--- src/design/clb_pkg.sv ---
// Shared types, constants and codes for the cursor list buffer.
`default_nettype none
package clb_pkg;

  localparam int DEPTH = 64;
  localparam int IDX_W = $clog2(DEPTH);
  localparam int LEN_W = 7;
  localparam int CUR_W = 8;
  localparam int WORD_W = 32;

  localparam logic [3:0] OP_APPEND      = 4'd0;
  localparam logic [3:0] OP_INSERT_AT   = 4'd1;
  localparam logic [3:0] OP_DELETE_LAST = 4'd2;
  localparam logic [3:0] OP_DELETE_AT   = 4'd3;
  localparam logic [3:0] OP_FWD         = 4'd4;
  localparam logic [3:0] OP_BACK        = 4'd5;
  localparam logic [3:0] OP_INS_CUR     = 4'd6;
  localparam logic [3:0] OP_DEL_CUR     = 4'd7;
  localparam logic [3:0] OP_READ_CUR    = 4'd8;
  localparam logic [3:0] OP_UPD_AT      = 4'd9;
  localparam logic [3:0] OP_UPD_CUR     = 4'd10;
  localparam logic [3:0] OP_SWAP        = 4'd11;

  localparam logic [2:0] STAT_OK    = 3'd0;
  localparam logic [2:0] STAT_EMPTY = 3'd1;
  localparam logic [2:0] STAT_OOB   = 3'd2;
  localparam logic [2:0] STAT_NULL  = 3'd3;
  localparam logic [2:0] STAT_FULL  = 3'd4;

  localparam logic signed [CUR_W-1:0] CUR_NONE = -8'sd1;

  typedef enum logic [1:0] {
    CK_HOLD,
    CK_INS,
    CK_DEL,
    CK_WR
  } cell_kind_t;

  // Command broadcast to every cell of the row.
  typedef struct packed {
    cell_kind_t              kind;
    logic [IDX_W-1:0]        at_a;
    logic [IDX_W-1:0]        at_b;
    logic [WORD_W-1:0]       wd_a;
    logic [WORD_W-1:0]       wd_b;
  } cell_cmd_t;

  // Decoded request: status, cell action and the new length and cursor.
  typedef struct packed {
    logic [2:0]              status;
    cell_kind_t              kind;
    logic [IDX_W-1:0]        at_a;
    logic [IDX_W-1:0]        at_b;
    logic [LEN_W-1:0]        len;
    logic signed [CUR_W-1:0] cur;
    logic                    rd;
    logic                    swap;
  } dec_t;

  typedef enum logic [1:0] {
    S_IDLE,
    S_FETCH,
    S_APPLY
  } state_t;

endpackage
`default_nettype wire

--- src/design/clb_cell.sv ---
// One storage cell of the row: holds a word, shifts to or from a neighbor, or is written.
`default_nettype none
module clb_cell (
  input  wire logic                        clk,
  input  wire logic [clb_pkg::IDX_W-1:0]   idx,
  input  wire clb_pkg::cell_cmd_t          cmd,
  input  wire logic [clb_pkg::WORD_W-1:0]  lo_word,
  input  wire logic [clb_pkg::WORD_W-1:0]  hi_word,
  output logic      [clb_pkg::WORD_W-1:0]  word
);

  logic [clb_pkg::WORD_W-1:0] word_r;
  logic [clb_pkg::WORD_W-1:0] word_nxt;

  always_comb begin
    word_nxt = word_r;
    case (cmd.kind)
      clb_pkg::CK_INS: begin
        if (idx > cmd.at_a) begin
          word_nxt = lo_word;
        end else if (idx == cmd.at_a) begin
          word_nxt = cmd.wd_a;
        end
      end
      clb_pkg::CK_DEL: begin
        if (idx >= cmd.at_a) begin
          word_nxt = hi_word;
        end
      end
      clb_pkg::CK_WR: begin
        if (idx == cmd.at_a) begin
          word_nxt = cmd.wd_a;
        end else if (idx == cmd.at_b) begin
          word_nxt = cmd.wd_b;
        end
      end
      default: begin
        word_nxt = word_r;
      end
    endcase
  end

  always_ff @(posedge clk) begin
    word_r <= word_nxt;
  end

  assign word = word_r;

endmodule
`default_nettype wire

--- config.mk ---
export PLATFORM = sky130hd
export DESIGN_NAME = clb_cell
export DESIGN_NICKNAME = d
export VERILOG_FILES = /design/src/design/clb_pkg.sv /design/src/design/clb_cell.sv
export SDC_FILE = /design/constraint.sdc
export NUM_CORES = 1
export LEC_CHECK = 0
export BUFFER_PORTS_ARGS = -buffer_cell sky130_fd_sc_hd__buf_4
export CAP_MARGIN = 25
export CORE_MARGIN = 2
export CORE_UTILIZATION = 43
export CTS_BUF_LIST = sky130_fd_sc_hd__clkbuf_2 sky130_fd_sc_hd__clkbuf_4 sky130_fd_sc_hd__clkbuf_8
export DETAILED_ROUTE_END_ITERATION = 10
export PLACE_DENSITY_LB_ADDON = 0.12
export SKIP_CTS_REPAIR_TIMING = 1
export SLEW_MARGIN = 20
export SYNTH_ARGS = -nofsm -noshare
export SYNTH_HDL_FRONTEND = slang
export SYNTH_SLANG_ARGS = --single-unit
--- constraint.sdc ---
create_clock -name clk -period 4.4 [get_ports clk]
set_input_delay 0.22 -clock clk [delete_from_list [all_inputs] [get_ports clk]]
set_output_delay 0.22 -clock clk [all_outputs]
set_load 0.05 [all_outputs]
==> impl_results.md <==
* Unique masters post-synth at 30
* Fraction of layout cells with a size suffix above 1 at 50.2%
* Relative area change from synthesis to final layout at 55.9%
* Period Utilization, post-route at 65.1%
* Slowest cell on crit path: nand2_1
* Worst IR Drop VDD at 0.177 mV
* Largest buffer count on any clock path at 2
* Wire length after detailed routing at 8.65 mm
* Layout filler cell count at 510
* DIE WIDTH at 82.6 um
* Global-route usage over all layers at 24.4%
* Number of antenna violations at the first check in global routing at 0
* Share of async-settable or async-resettable flops after synthesis at 0%
* Slew of the pin with the lowest slew margin at 920 ps
* Clock transition at the registers of the reported paths at 70 ps
* Site row count at 28
* Core region area at 5960 um^2
* Wire length of the first global-routing pass at 12.7 mm
* LEAKAGE at 2.10 nW
* Vias in the first global route at 2691
* RSZ-0062 raised after global routing: no
* Die area at 6830 um^2
* Power density of the placed cells at 305 nW/um^2
* Required time of the worst setup path at 4510 ps
* Level count of the clock H-tree at 2
* Mean number of vias per cell at 5.47
* Arrival @ worst endpoint at 2970 ps
* Total number of nets in the final design at 608
* Cell count after placement at 521
* Post-synthesis average cell area at 9.40 um^2
* Share of the synthesized area in the top cell type at 36.1%
* Num Clock Sinks at 32
* Top cell types by occurrence after synthesis: o22ai_1, inv_1, a21o_1, edfxtp_1, nor2_1
* Max_slew headroom at 38.5%
* Top cells by area, synth: edfxtp_1, o22ai_1, a211oi_2
* Post-Synthesis Cell Area at 2660 um^2
* Cell Area, Placed at 4030 um^2
* Critical Path Fanout Max at 34
* Final setup viols at 0
* Post-synthesis register bit count at 32
* Post-detail-place hpwl at 6.43 mm
* Vias after detailed routing at 2894
* Port-buffer cells at 180
* DRC errors left at 0
* Number of cells in the finished layout apart from fillers at 529
* Initial DRC count at 130
* Max Fclk at 0.349 GHz
* Final hold violation count at 0
* Pins over their slew limit at 0
* Die height at 82.6 um
* Combined area of the multi-input logic cells at 1440 um^2
* Critical Path End Type: flip-flop
* Number of buffers added by the clock tree synthesis step at 5
* Number of max-cap violations at 0
* Synth Instances at 283
* CTS tree: done
* Proportion of synthesized chip area in sequential cells at 36.1%
* Routed wire per std cell at 16.4 um
* Final min period at 2860 ps
* Yosys warns at 0
* Final-layout worst hold slack at 326 ps
* Most common cell in the synthesized netlist: o22ai_1
* Initial standard-cell utilization of the core at 44.6%
* Remaining antenna violation count at 0
* Sequence of cells on the critical path: buf_4 -> ha_1 -> and4_4 -> nand3_2 -> nand2_1 -> buf_6 -> o22ai_1 -> a211oi_1
* Total power at 1.26 mW
* Area used by sequential logic in the layout at 961 um^2
* Maximum single-stage delay on the critical path at 860 ps
* Routability congestion estimate from global placement at 0.746
* Post-synthesis net count at 438
* Critical path launch point type: primary input
* Antenna diode count at 0
* Largest register FFs at 32
* CTS root buf: clkbuf_8
* Worst min path class: in -> reg
* Num ports at 181
* Total congestion overflow after global routing at 0
* Finished Cell Area at 4140 um^2
* Critical path class: in -> reg
* Pin count of the biggest net entering global routing at 37
* Setup tns final at 0 ps
* Number of synthesized flops with an enable pin at 32
* Router iterations before antenna repair at 4
* Commonest register cell after synthesis: edfxtp_1
* Area leader, netlist: edfxtp_1
* Outcome: finished clean
==> metrics by stage <==
stage,worst slack (ps),utilization (%)
after floorplan,1280,-
after global placement,1170,67.5
after detailed placement,1240,67.7
after CTS,1560,69.6
after global routing,1250,69.6
final,1540,69.6
==> final timing paths <==
kind,from,endpoint,cells after the start,slack (ps)
hold / removal,lo_word[13],word[13]$_DFFE_PP_,3,330
setup / recovery,idx[5],word[16]$_DFFE_PP_,8,1540
==> layout by cell type, fill, tap and decap left out, types with 4 or more instances in the layout <==
cell      instances
ha_1              6
inv_1            38
a21oi_1           4
edfxtp_1         32
xnor2_1           4
buf_4           184
o22ai_1          62
a21o_1           32
clkbuf_8          5
nor2_1           31
a211oi_2         29
==> cell families (layout without fill, tap and decap cells) <==
kind of cell             Yosys count  count (layout)  synth area share (%)
buffers and inverters             60             231                  9.88
flip-flops                        32              32                  36.1
AND/OR/NAND/NOR                   45              45                  8.14
adder cells (fa/ha/maj)            6               6                  2.82
XOR/XNOR                           6               6                  1.98
AO/OA/AOI/OAI                    134             134                  41.0
==> metal layers <==
layer / routed length [um] / track usage [%] / up-vias / share of wire, %
met3: 772 / 5.65 / 15 / 8.9
li1: - / - / 1425 / -
met5: 0 / 0 / - / 0
met4: 164 / 7.38 / 0 / 1.9
met1: 3240 / 29.2 / 1319 / 37
met2: 4480 / 43.3 / 135 / 52
==> worst max-delay path: cells and delay by family <==
kind | cells | cell delay [ps]
AOI/OAI and AO/OA | 2 | 360
and+or+nand+nor | 3 | 1700
buffers and inverters | 2 | 370
adders and majority gates | 1 | 300
==> area by class of cell <==
cell class                      count  share of cell area [%]
Multi-Input combinational cell    191                    34.8
Timing Repair Buffer              185                    33.6
Sequential cell                    32                    23.2
Inverter                           38                    3.44
Tap cell                           75                    2.26
Clock buffer                        6                    1.84
Clock inverter                      2                   0.845
==> where the power goes <==
group          switching (mW)  leakage (nW)  internal (mW)
combinational           0.340          1.73          0.224
clock                   0.110        0.0586          0.174
sequential             0.0138         0.310          0.402
total                   0.463          2.10          0.800
Note: power is estimated with default switching activity, not from simulation.
