`src/design/clb_pkg.sv`:
```
// Shared types, constants and codes for the cursor list buffer.
`default_nettype none
package clb_pkg;

  localparam int DEPTH = 64;
  localparam int IDX_W = $clog2(DEPTH);
  localparam int LEN_W = 7;
  localparam int CUR_W = 8;
  localparam int WORD_W = 32;

  localparam logic [3:0] OP_APPEND      = 4'd0;
  localparam logic [3:0] OP_INSERT_AT   = 4'd1;
  localparam logic [3:0] OP_DELETE_LAST = 4'd2;
  localparam logic [3:0] OP_DELETE_AT   = 4'd3;
  localparam logic [3:0] OP_FWD         = 4'd4;
  localparam logic [3:0] OP_BACK        = 4'd5;
  localparam logic [3:0] OP_INS_CUR     = 4'd6;
  localparam logic [3:0] OP_DEL_CUR     = 4'd7;
  localparam logic [3:0] OP_READ_CUR    = 4'd8;
  localparam logic [3:0] OP_UPD_AT      = 4'd9;
  localparam logic [3:0] OP_UPD_CUR     = 4'd10;
  localparam logic [3:0] OP_SWAP        = 4'd11;

  localparam logic [2:0] STAT_OK    = 3'd0;
  localparam logic [2:0] STAT_EMPTY = 3'd1;
  localparam logic [2:0] STAT_OOB   = 3'd2;
  localparam logic [2:0] STAT_NULL  = 3'd3;
  localparam logic [2:0] STAT_FULL  = 3'd4;

  localparam logic signed [CUR_W-1:0] CUR_NONE = -8'sd1;

  typedef enum logic [1:0] {
    CK_HOLD,
    CK_INS,
    CK_DEL,
    CK_WR
  } cell_kind_t;

  // Command broadcast to every cell of the row.
  typedef struct packed {
    cell_kind_t              kind;
    logic [IDX_W-1:0]        at_a;
    logic [IDX_W-1:0]        at_b;
    logic [WORD_W-1:0]       wd_a;
    logic [WORD_W-1:0]       wd_b;
  } cell_cmd_t;

  // Decoded request: status, cell action and the new length and cursor.
  typedef struct packed {
    logic [2:0]              status;
    cell_kind_t              kind;
    logic [IDX_W-1:0]        at_a;
    logic [IDX_W-1:0]        at_b;
    logic [LEN_W-1:0]        len;
    logic signed [CUR_W-1:0] cur;
    logic                    rd;
    logic                    swap;
  } dec_t;

  typedef enum logic [1:0] {
    S_IDLE,
    S_FETCH,
    S_APPLY
  } state_t;

endpackage
`default_nettype wire

```
`src/design/clb_ctrl.sv`:
```
// Request decoder: status checks, cell action, new length and cursor.
`default_nettype none
module clb_ctrl (
  input  wire logic [3:0]                         op,
  input  wire logic [15:0]                        position,
  input  wire logic [clb_pkg::LEN_W-1:0]          len,
  input  wire logic signed [clb_pkg::CUR_W-1:0]   cur,
  output clb_pkg::dec_t                           dec
);

  logic                        empty;
  logic                        full;
  logic                        pos_gt_len;
  logic                        pos_ge_len;
  logic                        cur_neg;
  logic                        cur_ok;
  logic                        cur_gt_len;
  logic [clb_pkg::LEN_W-1:0]   len_m1;
  logic [clb_pkg::IDX_W-1:0]   cu;
  logic [clb_pkg::IDX_W-1:0]   pi;

  always_comb begin
    empty      = (len == '0);
    full       = (len >= clb_pkg::LEN_W'(clb_pkg::DEPTH));
    pos_gt_len = (position > {9'd0, len});
    pos_ge_len = (position >= {9'd0, len});
    cur_neg    = cur[clb_pkg::CUR_W-1];
    cur_ok     = !cur_neg && ($unsigned(cur) < {1'b0, len});
    cur_gt_len = $unsigned(cur) > {1'b0, len};
    len_m1     = len - 7'd1;
    cu         = cur[clb_pkg::IDX_W-1:0];
    pi         = position[clb_pkg::IDX_W-1:0];

    dec        = '0;
    dec.status = clb_pkg::STAT_OK;
    dec.kind   = clb_pkg::CK_HOLD;
    dec.at_a   = pi;
    dec.at_b   = pi;
    dec.len    = len;
    dec.cur    = cur;
    dec.rd     = 1'b0;
    dec.swap   = 1'b0;

    case (op)
      clb_pkg::OP_APPEND: begin
        if (full) begin
          dec.status = clb_pkg::STAT_FULL;
        end else begin
          dec.kind = clb_pkg::CK_INS;
          dec.at_a = len[clb_pkg::IDX_W-1:0];
          dec.len  = len + 7'd1;
        end
      end
      clb_pkg::OP_INSERT_AT: begin
        if (full) begin
          dec.status = clb_pkg::STAT_FULL;
        end else if (pos_gt_len) begin
          dec.status = clb_pkg::STAT_OOB;
        end else begin
          dec.kind = clb_pkg::CK_INS;
          dec.len  = len + 7'd1;
        end
      end
      clb_pkg::OP_DELETE_LAST: begin
        if (empty) begin
          dec.status = clb_pkg::STAT_EMPTY;
        end else begin
          dec.len = len_m1;
        end
      end
      clb_pkg::OP_DELETE_AT: begin
        if (pos_ge_len) begin
          dec.status = clb_pkg::STAT_OOB;
        end else begin
          dec.kind = clb_pkg::CK_DEL;
          dec.len  = len_m1;
        end
      end
      clb_pkg::OP_FWD: begin
        if (empty) begin
          dec.status = clb_pkg::STAT_EMPTY;
          dec.cur    = clb_pkg::CUR_NONE;
        end else if (position < {9'd0, len_m1}) begin
          dec.cur = {1'b0, position[clb_pkg::LEN_W-1:0]};
        end else begin
          dec.cur = {1'b0, len_m1};
        end
      end
      clb_pkg::OP_BACK: begin
        if (empty) begin
          dec.status = clb_pkg::STAT_EMPTY;
          dec.cur    = clb_pkg::CUR_NONE;
        end else if (pos_gt_len) begin
          dec.status = clb_pkg::STAT_OOB;
          dec.cur    = clb_pkg::CUR_NONE;
        end else begin
          dec.cur = {1'b0, len - position[clb_pkg::LEN_W-1:0]};
        end
      end
      clb_pkg::OP_INS_CUR: begin
        if (empty) begin
          dec.status = clb_pkg::STAT_EMPTY;
        end else if (cur_neg || cur_gt_len) begin
          dec.status = clb_pkg::STAT_OOB;
        end else if (full) begin
          dec.status = clb_pkg::STAT_FULL;
        end else begin
          dec.kind = clb_pkg::CK_INS;
          dec.at_a = cu;
          dec.len  = len + 7'd1;
        end
      end
      clb_pkg::OP_DEL_CUR: begin
        if (empty) begin
          dec.status = clb_pkg::STAT_EMPTY;
        end else if (!cur_ok) begin
          dec.status = clb_pkg::STAT_OOB;
        end else begin
          dec.kind = clb_pkg::CK_DEL;
          dec.at_a = cu;
          dec.len  = len_m1;
        end
      end
      clb_pkg::OP_READ_CUR: begin
        if (empty) begin
          dec.status = clb_pkg::STAT_EMPTY;
        end else if (!cur_ok) begin
          dec.status = clb_pkg::STAT_OOB;
        end else begin
          dec.rd = 1'b1;
        end
      end
      clb_pkg::OP_UPD_AT: begin
        if (empty) begin
          dec.status = clb_pkg::STAT_EMPTY;
        end else if (pos_ge_len) begin
          dec.status = clb_pkg::STAT_OOB;
        end else begin
          dec.kind = clb_pkg::CK_WR;
        end
      end
      clb_pkg::OP_UPD_CUR: begin
        if (empty) begin
          dec.status = clb_pkg::STAT_EMPTY;
        end else if (cur_neg) begin
          dec.status = clb_pkg::STAT_NULL;
        end else if (!cur_ok) begin
          dec.status = clb_pkg::STAT_OOB;
        end else begin
          dec.kind = clb_pkg::CK_WR;
          dec.at_a = cu;
          dec.at_b = cu;
        end
      end
      clb_pkg::OP_SWAP: begin
        if (empty) begin
          dec.status = clb_pkg::STAT_EMPTY;
        end else if (!cur_ok || pos_ge_len) begin
          dec.status = clb_pkg::STAT_OOB;
        end else begin
          dec.kind = clb_pkg::CK_WR;
          dec.at_a = cu;
          dec.at_b = pi;
          dec.swap = 1'b1;
        end
      end
      default: begin
        dec.status = clb_pkg::STAT_OK;
      end
    endcase
  end

endmodule
`default_nettype wire

```
`config.mk`:
```
export PLATFORM = sky130hd
export DESIGN_NAME = clb_ctrl
export DESIGN_NICKNAME = d
export VERILOG_FILES = /design/src/design/clb_pkg.sv /design/src/design/clb_ctrl.sv
export SDC_FILE = /design/constraint.sdc
export NUM_CORES = 1
export LEC_CHECK = 0
export BUFFER_PORTS_ARGS = -buffer_cell sky130_fd_sc_hd__clkbuf_2
export CORE_ASPECT_RATIO = 0.6
export CORE_MARGIN = 2
export CORE_UTILIZATION = 40
export DETAILED_ROUTE_END_ITERATION = 8
export PLACE_DENSITY = 0.68
export SLEW_MARGIN = 20
export SYNTH_ARGS = -nofsm -noshare
export SYNTH_HDL_FRONTEND = slang
export SYNTH_SLANG_ARGS = --single-unit
```
`constraint.sdc`:
```
create_clock -name vclk -period 6.28
set_clock_uncertainty 0.2 [all_clocks]
set_input_delay 1.256 -clock vclk [all_inputs]
set_output_delay 1.256 -clock vclk [all_outputs]
set_load 0.01 [all_outputs]
```
==> results of run 1 <==
==> per-layer routing <==
metal  global-route usage [%]  vias up  share of wire (%)
li1                         -     1460                  -
met1                     45.1     1437                 47
met2                     36.5      240                 36
met3                     9.88       20                 16
met4                     1.81        0                1.3
met5                        0        -                  0
==> cell families after synthesis <==
group           share of synthesized area, %
mux                                     6.76
fa+ha+maj                               16.1
simple gates                            27.9
compound gates                          38.9
xor+xnor                                2.96
buf+inv                                 7.39
==> cell usage after synthesis (3+ instances only) <==
cell	n	area, µm²
nand2b_1	5	31.3
clkbuf_1	15	56.3
mux2_4	5	75.1
nand2_1	23	86.3
o22ai_1	8	50.1
mux2_2	3	33.8
nand3_1	10	50.1
ha_1	28	350
a211o_1	4	35.0
a221o_1	6	60.1
a21oi_1	32	160
inv_1	23	86.3
nor2b_1	5	31.3
or3_1	5	31.3
a211oi_1	5	37.5
or4_1	3	22.5
xnor2_1	7	61.3
o311ai_1	3	26.3
nand4_1	4	25.0
a21o_1	6	45.0
nor2_1	23	86.3
o32ai_1	3	26.3
o211ai_1	6	45.0
mux2i_1	4	40.0
o31ai_1	4	30.0
o21ai_0	23	115
nor3_1	19	95.1
and4b_1	3	30.0
==> per-stage QoR <==
stage | instance area, µm² | instances
global placement | 2810 | 483
global route | 2810 | 483
finish | 2810 | 483
detailed placement | 2810 | 483
CTS | 2810 | 483
floorplan | 2370 | 342
==> power groups by stage <==
stage	sequential (mW)	combinational, mW	clock [mW]
final	0	0.197	0
after global routing	0	0.215	0
after CTS	0	0.192	0
after detailed placement	0	0.191	0
after global placement	0	0.190	0
after floorplan	0	0.125	0
==> final cells by class <==
type | instances | area (µm²) | area share (%)
well taps | 80 | 100 | 3.56
multi-input cells | 299 | 2190 | 78.0
repair buffers | 80 | 428 | 15.2
inverters | 24 | 90.1 | 3.20
==> worst paths after layout <==
kind	end	slack, ns
hold / removal	dec[17]	2.67
setup / recovery	dec[4]	0.27
==> implementation parameters, run 1 <==
Parameter                              Value

Pwr
  Clock group share of total power ... 0%
  Logic pwr share ... 100.0%
  Switch Pwr ... 0.119 mW
  Share of power burned in registers ... 0%
  Sw frac ... 60.2%
  Internal power contribution ... 0.0785 mW
  Static Leak ... 1.28 nW
  Worst-case vdd ir drop ... 0.0411 mV
  Power Dens Cells ... 70.1 nW/µm²
  PnR Total Power ... 0.197 mW

Floorplanning
  Row count ... 21
  Horizontal die dimension ... 103 µm
  Placeable Area ... 5650 µm²
  Chip height ... 63.6 µm
  Boundary pin count ... 69
  Effective utilization at floorplan ... 41.9%
  Full die area ... 6580 µm²

Route
  Total wire length after detailed routing ... 9.44 mm
  Routed wirelength normalized by instance count ... 19.5 µm
  DR pass1 iterations ... 6
  DRC violations left ... 0
  Number of nets still failing antenna checks after routing ... 0
  Number of DRC markers after the initial detailed-route iteration ... 412
  Vias post-DR ... 3157
  Detailed-route vias per instance ... 6.54

Run status
  Result of the run ... finished clean

Run
  Max-cap violation count ... 0

Hold path
  Worst Min Path Start ... cur[0]
  Hold-critical path depth ... 4
  Hold crit path type ... in -> out

Yosys
  Syn Inst Count ... 342
  Average cell area after synthesis ... 6.93 µm²
  Netlist cell types ... 72
  Syn_nets ... 406
  Part of the Yosys area used for sequential elements ... 0%
  Combined area of all synthesized cells ... 2370 µm²
  Total number of yosys warnings ... 0

Critical path
  Crit path max-delay cell type ... or3b_4
  Critical path data required time ... 4.82 ns
  Worst-path maximum fanout ... 11
  Setup crit start ... len[1]
  Critical path's top delay family ... compound AO/OA/AOI/OAI gates
  Critical path endpoint category ... primary output
  Worst EP arrival ... 4.55 ns
  Slowest cell delay on critical path ... 0.44 ns
  Critical Path Stages ... 15
  Worst-path cell chain ... clkbuf_2, inv_1, ha_1, or3b_4, xnor2_1, ha_1, nand2_1, a21oi_1, a211o_1, maj3_2, a311oi_4, buf_4, nand4_1, o311ai_1, clkbuf_2
  Buffer and inverter count on the worst path ... 4
  Path type of the worst setup path ... in -> out
  Worst setup SP type ... input port

Final layout
  Most frequent cells in the layout ... clkbuf_2, a21oi_1, ha_1
  Total number of sequential cells ... 0
  Nets ... 469
  Number of filler cells placed in the layout ... 578
  Fraction of layout cells with a size suffix above 1 ... 25.1%
  Ant. Diodes ... 0
  Layout area overhead ... 18.7%
  Clock buffer instance count of the final layout ... 0
  Register Area ... 0 µm²
  Finished Core Util ... 49.8%
  Most common cell after layout, fill and taps aside ... clkbuf_2

Clock network
  CTS hold repair buffers ... 0
  Post-CTS Setup Inserts ... 0
  Count of instances resized after the clock tree is built ... 0

Place
  Detailed-placement wirelength estimate ... 7.56 mm
  Global placement routability congestion ... 0.999
  # port buffers ... 69
  Worst slack at placement ... 0.354 ns

GRT
  GRT overflow ... 0
  Number of global-route vias before repair ... 2693
  Wire length of the first global-routing pass ... 14.7 mm
  Pin count of the biggest net entering global routing ... 22
  GR Util All Layers ... 28.2%
  Antenna violations before repair ... 0

STA
  Part of the cycle the worst path needs ... 95.7%
  Total of endpoints with negative setup slack in the final report ... 0
  Max Clk Rate ... 166 MHz
  Transition time at the pin with the least slew margin ... 0.686 ns
  Final sum of negative setup slack ... 0 ns
  Least setup slack across all paths after layout ... 0.273 ns
  Count of final hold-check violations ... 0
  Count of final max-slew check failures ... 0
  Hold slack ... 2.67 ns
  RSZ-0062 raised after global routing ... no
  Max-slew headroom at the worst pin ... 53.8%
  Tmin final ... 6.01 ns
Power figures use the tool's default switching activity.
==> run 2, diff against run 1 <==
Settings changed: GPL_ROUTABILITY_DRIVEN from default to 0, PLACE_DENSITY 0.68 to 0.72.
==> implementation parameters, run 2 (synthesis results as in run 1) <==
Parameter                              Value

Run status
  Result of the run ... finished clean

GRT
  Antenna violations before repair ... 0
  Pin count of the biggest net entering global routing ... 22
  Wire length of the first global-routing pass ... 14.8 mm
  GR Util All Layers ... 28.0%
  GRT overflow ... 0
  Number of global-route vias before repair ... 2789

Pwr
  Worst-case vdd ir drop ... 0.0303 mV
  PnR Total Power ... 0.196 mW
  Static Leak ... 1.28 nW
  Power Dens Cells ... 69.8 nW/µm²

STA
  Final sum of negative setup slack ... 0 ns
  Part of the cycle the worst path needs ... 96.1%
  RSZ-0062 raised after global routing ... no
  Count of final hold-check violations ... 0
  Transition time at the pin with the least slew margin ... 0.759 ns
  Hold slack ... 2.69 ns
  Count of final max-slew check failures ... 0
  Max Clk Rate ... 166 MHz
  Total of endpoints with negative setup slack in the final report ... 0
  Max-slew headroom at the worst pin ... 48.9%
  Tmin final ... 6.04 ns

Critical path
  Worst EP arrival ... 4.58 ns
  Worst-path cell chain ... clkbuf_2, inv_1, ha_1, or3b_4, xnor2_1, ha_1, nand2_1, a21oi_1, a211o_1, maj3_2, a311oi_4, mux2_1, a21oi_1, clkbuf_2
  Critical path data required time ... 4.82 ns
  Crit path max-delay cell type ... or3b_4
  Worst setup SP type ... input port
  Slowest cell delay on critical path ... 0.46 ns
  Worst-path maximum fanout ... 5
  Path type of the worst setup path ... in -> out
  Critical path endpoint category ... primary output

Route
  Detailed-route vias per instance ... 6.47
  DR pass1 iterations ... 6
  Routed wirelength normalized by instance count ... 19.2 µm
  Number of DRC markers after the initial detailed-route iteration ... 496
  Total wire length after detailed routing ... 9.29 mm
  Number of nets still failing antenna checks after routing ... 0
  Vias post-DR ... 3124
  DRC violations left ... 0

Final layout
  Most frequent cells in the layout ... clkbuf_2, a21oi_1, ha_1
  Nets ... 469
  Layout Cells excl Fill ... 483
  Layout area overhead ... 18.7%
  Ant. Diodes ... 0
  Fraction of layout cells with a size suffix above 1 ... 25.1%
  Finished Core Util ... 49.8%
  Clock buffer instance count of the final layout ... 0
  Total number of sequential cells ... 0
  Register Area ... 0 µm²
  Number of filler cells placed in the layout ... 575
  Most common cell after layout, fill and taps aside ... clkbuf_2

Clock network
  Count of instances resized after the clock tree is built ... 0
  CTS hold repair buffers ... 0
  Post-CTS Setup Inserts ... 0

Place
  Detailed-placement wirelength estimate ... 7.51 mm
  # port buffers ... 69
  Number of cells after detailed placement ... 483

Floorplanning
  Effective utilization at floorplan ... 41.9%
  Full die area ... 6580 µm²
  Row count ... 21
  Chip height ... 63.6 µm
  Horizontal die dimension ... 103 µm
  Boundary pin count ... 69
  Placeable Area ... 5650 µm²

Hold path
  Hold crit path type ... in -> out

Run
  Max-cap violation count ... 0
## run 2: path summary, 6_finish.rpt
| kind | endpoint | startpoint | depth (start not counted) | slack, ns |
|---|---|---|---|---|
| setup / recovery | dec[6] | len[0] | 14 | 0.24 |
| hold / removal | dec[24] | cur[1] | 3 | 2.69 |
## run 2: through the flow
step / instance area [µm²] / worst slack [ns]
3_5_place_dp: 2810 / 0.297
4_1_cts: 2810 / 0.292
3_3_place_gp: 2810 / 0.416
5_1_grt: 2810 / 0.125
2_1_floorplan: 2370 / 0.392
6_report: 2810 / 0.245
## run 2: cell type report
type               count  area [µm²]  area share [%]
well taps             80         100            3.56
multi-input cells    299        2190            78.0
inverters             24        90.1            3.20
repair buffers        80         428            15.2
## run 2: report_power, final
part	total (mW)	leakage [nW]	internal [mW]	switching [mW]
clock network	0	0	0	0
registers	0	0	0	0
logic	0.196	1.28	0.0786	0.118
## run 2: critical path: cells and delay by family
family                   cells  cell delay (ns)
AO/OA/AOI/OAI                4             0.88
XOR/XNOR                     1             0.31
adder cells (fa/ha/maj)      3             0.93
buffers and inverters        3             0.32
multiplexers                 1             0.36
AND/OR/NAND/NOR              2             0.53
## run 2: layer usage
metal / global-route usage [%] / vias to the layer above / routed length (µm)
li1: - / 1464 / -
met1: 46.4 / 1393 / 4230
met2: 36.6 / 252 / 3540
met3: 5.77 / 15 / 1450
met4: 2.96 / 0 / 81
met5: 0 / - / 0
==> run 3, diff against run 2 <==
Settings changed: BUFFER_PORTS_ARGS -buffer_cell sky130_fd_sc_hd__clkbuf_2 to -buffer_cell sky130_fd_sc_hd__buf_2.
==> implementation parameters, run 3 (synthesis results as in run 1) <==
Parameter                              Value

Run status
  Result of the run ... finished clean

Floorplanning
  Horizontal die dimension ... 103 µm
  Row count ... 21
  Chip height ... 63.6 µm
  Placeable Area ... 5650 µm²
  Full die area ... 6580 µm²
  Effective utilization at floorplan ... 41.9%
  Boundary pin count ... 69

Final layout
  Most frequent cells in the layout ... buf_2, a21oi_1, ha_1
  Number of filler cells placed in the layout ... 576
  Layout area overhead ... 18.1%
  Total number of sequential cells ... 0
  Most common cell after layout, fill and taps aside ... buf_2
  Nets ... 467
  Ant. Diodes ... 0
  Register Area ... 0 µm²
  Clock buffer instance count of the final layout ... 0
  Multi-input logic area ... 2190 µm²
  Fraction of layout cells with a size suffix above 1 ... 24.7%
  Layout Cells excl Fill ... 481

Route
  Number of DRC markers after the initial detailed-route iteration ... 585
  Vias post-DR ... 3120
  Number of nets still failing antenna checks after routing ... 0
  Total wire length after detailed routing ... 9.54 mm
  DRC violations left ... 0
  DR pass1 iterations ... 6
  Routed wirelength normalized by instance count ... 19.8 µm
  Detailed-route vias per instance ... 6.49

GRT
  GR Util All Layers ... 28.2%
  Antenna violations before repair ... 0
  Number of global-route vias before repair ... 2753
  GRT overflow ... 0
  Pin count of the biggest net entering global routing ... 22
  Wire length of the first global-routing pass ... 14.7 mm

STA
  Final sum of negative setup slack ... 0 ns
  Transition time at the pin with the least slew margin ... 0.768 ns
  Max Clk Rate ... 166 MHz
  Total of endpoints with negative setup slack in the final report ... 0
  Count of final hold-check violations ... 0
  Max-slew headroom at the worst pin ... 48.3%
  Tmin final ... 6.03 ns
  RSZ-0062 raised after global routing ... no
  Least setup slack across all paths after layout ... 0.249 ns
  Part of the cycle the worst path needs ... 96.0%
  Count of final max-slew check failures ... 0

Hold path
  Destination of the worst hold path ... dec[24]
  Hold-critical path depth ... 3
  Worst Min Path Start ... cur[1]
  Hold crit path type ... in -> out

Place
  Number of cells after detailed placement ... 481
  Worst slack at placement ... 0.275 ns
  Detailed-placement wirelength estimate ... 7.58 mm
  # port buffers ... 69

Critical path
  Path type of the worst setup path ... in -> out
  Critical path data required time ... 4.82 ns
  Critical path endpoint category ... primary output
  Worst EP arrival ... 4.57 ns
  Worst setup SP type ... input port
  Worst-path maximum fanout ... 5

Pwr
  Power Dens Cells ... 70.4 nW/µm²
  Static Leak ... 1.26 nW
  Worst-case vdd ir drop ... 0.0298 mV

Clock network
  Post-CTS Setup Inserts ... 0
  CTS hold repair buffers ... 0
  Count of instances resized after the clock tree is built ... 0

Run
  Max-cap violation count ... 0
[run 3: changes by cell type in the layout (fill, tap and decap cells not counted)]
cell,change
buf_4,-2
buf_2,+69
clkbuf_2,-69
[run 3: worst max-delay path by stage]
stage          startpoint  endpoint  cells after the start
2_1_floorplan      len[1]    dec[5]                     13
3_3_place_gp       len[1]    dec[5]                     14
3_5_place_dp       len[1]    dec[5]                     14
4_1_cts            len[1]    dec[5]                     14
5_1_grt            len[1]    dec[4]                     15
6_report           len[1]    dec[5]                     14
[run 3: worst max-delay path, stage by stage]
cell	delay, ns
buf_2	0.10
inv_1	0.16
ha_1	0.24
or3b_4	0.44
xnor2_1	0.29
ha_1	0.31
nand2_1	0.06
a21oi_1	0.04
a211o_1	0.24
maj3_2	0.33
a311oi_4	0.43
mux2_2	0.39
a21oi_1	0.14
buf_2	0.14
[run 3: cell type report]
class | instances | share of cell area (%)
Inverter | 24 | 3.22
Timing Repair Buffer | 78 | 14.8
Multi-Input combinational cell | 299 | 78.4
Tap cell | 80 | 3.58
[run 3: per-layer routing]
layer / GRT usage (%) / routed length [µm] / up-vias
li1: - / - / 1454
met1: 44.5 / 4360 / 1400
met2: 38.1 / 3650 / 238
met3: 8.55 / 1390 / 28
met4: 1.64 / 142 / 0
met5: 0 / 0 / -
[run 3: metrics by stage]
| stage | total power [mW] | cell area [µm²] | util [%] | hold WS, ns |
|---|---|---|---|---|
| detailed placement | 0.191 | 2800 | 49.5 | 2.67 |
| global placement | 0.188 | 2800 | 49.5 | 2.67 |
| finish | 0.197 | 2800 | 49.5 | 2.68 |
| global route | 0.213 | 2800 | 49.5 | 2.70 |
| floorplan | 0.125 | 2370 | - | 2.45 |
| CTS | 0.192 | 2800 | 49.5 | 2.68 |
[run 3: report_power, final]
| group | total [mW] | internal (mW) | switching [mW] | leakage (nW) |
|---|---|---|---|---|
| clock network | 0 | 0 | 0 | 0 |
| logic | 0.197 | 0.0783 | 0.119 | 1.26 |
| registers | 0 | 0 | 0 | 0 |
